**config.mk**
```make
export PLATFORM = sky130hd
export DESIGN_NAME = cfa_ctrl
export DESIGN_NICKNAME = d
export VERILOG_FILES = /design/src/hw/rtl/cfa_pkg.sv /design/src/hw/rtl/cfa_ctrl.sv
export SDC_FILE = /design/constraint.sdc
export NUM_CORES = 1
export LEC_CHECK = 0
export BUFFER_PORTS_ARGS = -buffer_cell sky130_fd_sc_hd__clkbuf_2
export CAP_MARGIN = 25
export CORE_AREA = 5 5 42 44
export DETAILED_ROUTE_END_ITERATION = 7
export DIE_AREA = 0 0 47 49
export GPL_TIMING_DRIVEN = 0
export PLACE_DENSITY_LB_ADDON = 0.3
export SETUP_SLACK_MARGIN = 0.02
export SKIP_LAST_GASP = 1
export SYNTH_ARGS = -nofsm -noshare
export SYNTH_HDL_FRONTEND = slang
export SYNTH_SLANG_ARGS = --single-unit
```
**constraint.sdc**
```tcl
create_clock -name clk -period 2.5 [get_ports clk]
set_input_delay 0.125 -clock clk [delete_from_list [all_inputs] [get_ports clk]]
set_output_delay 0.125 -clock clk [all_outputs]
set_load 0.01 [all_outputs]
```
**src/hw/rtl/cfa_pkg.sv**
```systemverilog
// ----------------------------------------------------------------------------
// cfa_pkg
// shared types and codes for the contiguous fit allocator
// ----------------------------------------------------------------------------
package cfa_pkg;

  localparam logic [1:0] OP_FIRST   = 2'd0;
  localparam logic [1:0] OP_BEST    = 2'd1;
  localparam logic [1:0] OP_WORST   = 2'd2;
  localparam logic [1:0] OP_RESERVE = 2'd3;

  localparam int START_BITS  = 10;
  localparam int LENGTH_BITS = 11;
  localparam int SIZE_BITS   = 11;

  typedef enum logic [2:0] {
    ST_CLEAR,
    ST_IDLE,
    ST_CHECK,
    ST_SCAN,
    ST_SETUP,
    ST_MARK,
    ST_RESULT
  } state_t;

  typedef struct packed {
    logic clear_step;
    logic load;
    logic check;
    logic scan_step;
    logic mark_init;
    logic mark_step;
    logic out_load;
  } cmd_t;

  typedef struct packed {
    logic clear_last;
    logic reject;
    logic reserve;
    logic scan_done;
    logic found;
    logic mark_last;
  } sts_t;

endpackage

```
**src/hw/rtl/cfa_ctrl.sv**
```systemverilog
// ----------------------------------------------------------------------------
// cfa_ctrl
// sequencer: map clearing, request check, scan, marking and result hand-off
// ----------------------------------------------------------------------------
module cfa_ctrl (
  input  logic          clk,
  input  logic          rst_n,
  input  logic          in_valid,
  output logic          in_ready,
  output logic          out_valid,
  input  logic          out_ready,
  output cfa_pkg::cmd_t cmd,
  input  cfa_pkg::sts_t sts
);

  cfa_pkg::state_t state_r, state_nxt;
  logic            out_valid_r, out_valid_nxt;

  always_ff @(posedge clk) begin
    if (!rst_n) begin
      state_r     <= cfa_pkg::ST_CLEAR;
      out_valid_r <= 1'b0;
    end else begin
      state_r     <= state_nxt;
      out_valid_r <= out_valid_nxt;
    end
  end

  always_comb begin
    state_nxt = state_r;
    cmd       = '0;
    in_ready  = 1'b0;
    case (state_r)
      cfa_pkg::ST_CLEAR: begin
        cmd.clear_step = 1'b1;
        if (sts.clear_last) state_nxt = cfa_pkg::ST_IDLE;
      end
      cfa_pkg::ST_IDLE: begin
        in_ready = 1'b1;
        if (in_valid) begin
          cmd.load  = 1'b1;
          state_nxt = cfa_pkg::ST_CHECK;
        end
      end
      cfa_pkg::ST_CHECK: begin
        cmd.check = 1'b1;
        if (sts.reject)       state_nxt = cfa_pkg::ST_RESULT;
        else if (sts.reserve) state_nxt = cfa_pkg::ST_SETUP;
        else                  state_nxt = cfa_pkg::ST_SCAN;
      end
      cfa_pkg::ST_SCAN: begin
        cmd.scan_step = 1'b1;
        if (sts.scan_done) begin
          state_nxt = sts.found ? cfa_pkg::ST_SETUP : cfa_pkg::ST_RESULT;
        end
      end
      cfa_pkg::ST_SETUP: begin
        cmd.mark_init = 1'b1;
        state_nxt     = cfa_pkg::ST_MARK;
      end
      cfa_pkg::ST_MARK: begin
        cmd.mark_step = 1'b1;
        if (sts.mark_last) state_nxt = cfa_pkg::ST_RESULT;
      end
      cfa_pkg::ST_RESULT: begin
        if (!out_valid_r || out_ready) begin
          cmd.out_load = 1'b1;
          state_nxt    = cfa_pkg::ST_IDLE;
        end
      end
      default: state_nxt = cfa_pkg::ST_CLEAR;
    endcase
  end

  assign out_valid_nxt = (out_valid_r && !out_ready) || cmd.out_load;
  assign out_valid     = out_valid_r;

endmodule

```
# Yosys cells after proc, flatten, opt, wreduce, memory -nomap -nowiden
# Cells that the tools add are included.
[classes]
n_eq_ne = 11
mux = 19
n_reduce_logical = 7
[ops]
columns = ["op", "count"]
rows = [
  ["2-to-1 mux 3 bit", 7],
  ["case mux 3 bit (7 select lines)", 1],
  ["2-to-1 mux 1 bit", 10],
  ["inequality test 2 bit (second input constant)", 5],
  ["equality test 3 bit (second input constant)", 3],
  ["equality test 3 x 2 -> 1 bit (second input constant)", 2],
  ["AND reduction 5 bit", 1],
  ["equality test 3 x 1 -> 1 bit (second input constant)", 1],
  ["logical NOT 3 bit", 1],
  ["logical NOT 1 bit", 2],
  ["logical OR 1 bit", 2],
  ["2-to-1 mux 2 bit", 1],
  ["logical AND 1 bit", 1],
]
[word_totals]
register_bits = 4
inputBits = 10

# Logic depth before layout (Yosys ltp)
[depth]
ltp_word = 5
depth_mapped = 6
depth_no_buf = 4

# Worst setup path before layout
# No wires, ideal clock.
[synth_timing]
kind = "reg-to-output"
from = "register state_r[0]"
to = "output cmd[5] (netlist name)"
arrival_ps = 926
t_required_ps = 2375
slack_ps = 1449
stages_incl_launch_ff = 4
path_cell_list = "dfxtp_1 -> inv_1 -> nor3_2 -> and2_1"
[synth_rtl]
columns = ["item", "line", "source"]
rows = [
  ["start: declaration", "cfa_ctrl.sv:16", "cfa_pkg::state_t state_r, state_nxt;"],
  ["start signal: assignment", "cfa_ctrl.sv:21", "state_r <= cfa_pkg::ST_CLEAR;"],
  ["start signal: assignment", "cfa_ctrl.sv:24", "state_r <= state_nxt;"],
  ["end: declaration", "cfa_ctrl.sv:12", "output cfa_pkg::cmd_t cmd,"],
]

==> run metrics <==
Setup crit end kind output pin; CP startpoint kind register; clk_skew 0.00669 ns; Starting Density 0.296; total track usage 0.0908; die area around 0.0023 mm2; filler cell count in the final layout 151; Root Driver clkbuf_4; worst-margin pin slew 0.211 ns; hold_buf cts 0; CTS tree built; H-tree lvl count 1; Routed Antenna Nets 0; Min-Delay Path Class input pin to register; 1st-pass router iterations 3; # rows 14; Vias 422; Critical Path Slowest Stage Cell dfxtp_1; number of global-route vias before repair between 300 and 400; setup TNS 0 ns; worst stage delay on the critical path about 0.38 ns; CTS buffer count 3; status finished clean; register area ~80 um2; Port Buffers 18; cts repair resizes 0; mapped cell area roughly 410 um2; Max Cap Viol 0; Static Leak around 0.24 nW; Max Slew Vio Count 0; routability cong. 0.769; Cells after Synth 49; Gate power share 0.455; most frequent cells in the layout 18 x clkbuf_2, 5 x nor2b_1, 4 x dfxtp_1; Final nets 82; Area Overhead vs Synth 32.0%; CORE AREA around 0.0014 mm2; Cell Int Power between 0.15 and 0.2 mW; Die Ht around 49 um; Clk pwr share 0.280; clock latency on the worst-skew pair 0.23 ns; endpoints failing setup 0; Sw Pwr 0.0954 mW; period utilization 0.544; maximum number of pins on one net before global-route repair 11; clock-pin slew on the worst setup and hold paths roughly 0.040 ns; antenna violations before repair 0; setup slack at placement between 1 and 1.5 ns; share of cells above drive strength 1 0.486; power density cells between 500 and 600 mW/mm2; DRT Wirelength about 940 um; Mean Syn Cell Area around 8.5 um2; Reg power frac 0.266; Buf/Inv on CP 2; Fin. Hold Viols 0; FMAX 0.735 GHz; cell family with most CP delay flip-flops; final worst slack between 1 and 1.5 ns; Post-CTS Setup Repair Bufs 0; first-pass GRT wire length about 1.6 mm; # DRC 0; ANT cells 0; sw frac 0.339; WP data required about 2.4 ns; crit-path cells inv_1, nor3_2, and2_1, clkbuf_2; clock sink total 4; WP data arrival about 1.2 ns; synth unique cells 27; vias per inst about 4.9; Setup CP Type register to output pin; synth warn 0; slew margin rel. 0.859; Max clock buf depth 2; Final Critical Period roughly 1.4 ns; sequential-to-total area share from yosys stat 0.193; Fin Hold WS roughly 0.17 ns; peak supply drop ~0.00031 V; post-DR wirelength/cell 10.9 um; GR Overflow Total 0; syn nets 59; area of the multi-input gates between 200 and 300 um2; most common cell after layout, fill and taps aside clkbuf_2; hold path depth 2; Top Ports 19; number of cells on the critical path 4; Chip Width roughly 47 um; dpl hpwl approximately 770 um; largest fanout on the critical path 5; initial DRC count 10; worst-case reg-to-reg path depth 4; RSZ-0062 raised after global routing no; Yosys reg bits 4
==> power by group through the flow <==
| stage | Clock, mW | Combinational [mW] | Sequential [mW] |
|---|---|---|---|
| final | 0.0788 | 0.128 | 0.0749 |
| after global routing | 0.0919 | 0.142 | 0.0751 |
| after CTS | 0.0839 | 0.129 | 0.0747 |
| after detailed placement | 0 | 0.128 | 0.0757 |
| after global placement | 0 | 0.128 | 0.0756 |
| after floorplan | 0 | 0.0944 | 0.0749 |
==> Yosys cell counts <==
cell	count	share of area
mux2_4	1	0.036
nor3_2	2	0.048
nor3_1	1	0.012
a22oi_1	1	0.018
a31oi_1	2	0.030
buf_6	2	0.054
buf_8	1	0.036
a31oi_2	1	0.030
nand3_2	1	0.024
o221ai_2	1	0.036
nor2b_1	5	0.076
nand2b_1	3	0.045
nor3b_2	1	0.030
a21boi_1	1	0.018
o21ai_0	2	0.024
o21ai_1	2	0.024
a211oi_1	1	0.018
inv_1	2	0.018
and2_1	1	0.015
buf_4	2	0.036
nor2_1	3	0.027
a21boi_0	1	0.018
nor3b_1	3	0.054
o2111a_1	1	0.027
nand2_1	3	0.027
dfxtp_1	4	0.19
o21ai_2	1	0.021
==> registers in the layout (all words and copies together), names as in the netlist <==
signal / count
state_r: 3
out_valid: 1
==> per-layer routing <==
metal / GRT usage / routed length, um
met5: 0 / 0
met4: 0.0138 / 0
met3: 0.0590 / 71
met2: 0.143 / 435
met1: 0.103 / 430
==> worst paths after layout <==
kind	start	to	slack, ns
setup reg to reg	state_r[0]	state_r[1]	1.41
hold / removal	rst_n	state_r[2]	0.17
setup / recovery	state_r[0]	cmd[5]	1.14
hold reg to reg	out_valid	out_valid	0.58
==> worst reg2reg max path, stage by stage, from the launching register on <==
cell and delay [ns]:
dfxtp_1 0.38, inv_1 0.12, a31oi_1 0.20, o221ai_2 0.13
o2111a_1 0.14
==> stage by stage <==
step	utilization	power (mW)	area, um2	instances
floorplan	-	0.169	414	49
global placement	0.374	0.204	524	83
detailed placement	0.374	0.204	524	83
CTS	0.390	0.287	547	86
global route	0.390	0.309	547	86
finish	0.390	0.282	547	86
==> cell type report <==
class,count,area share
timing repair buffer,18,0.165
tap,16,0.0366
clock buffer,3,0.0412
inverter,2,0.0137
multi-input combinational,38,0.501
buffer,5,0.0961
sequential,4,0.146
==> cell families (layout without fill, tap and decap cells) <==
kind of cell / Yosys count / after routing / share of synthesized area
simple gates: 23 / 23 / 0.360
buf+inv: 7 / 28 / 0.145
flops: 4 / 4 / 0.193
compound gates: 14 / 14 / 0.266
mux: 1 / 1 / 0.0362
Power figures use the tool's default switching activity.
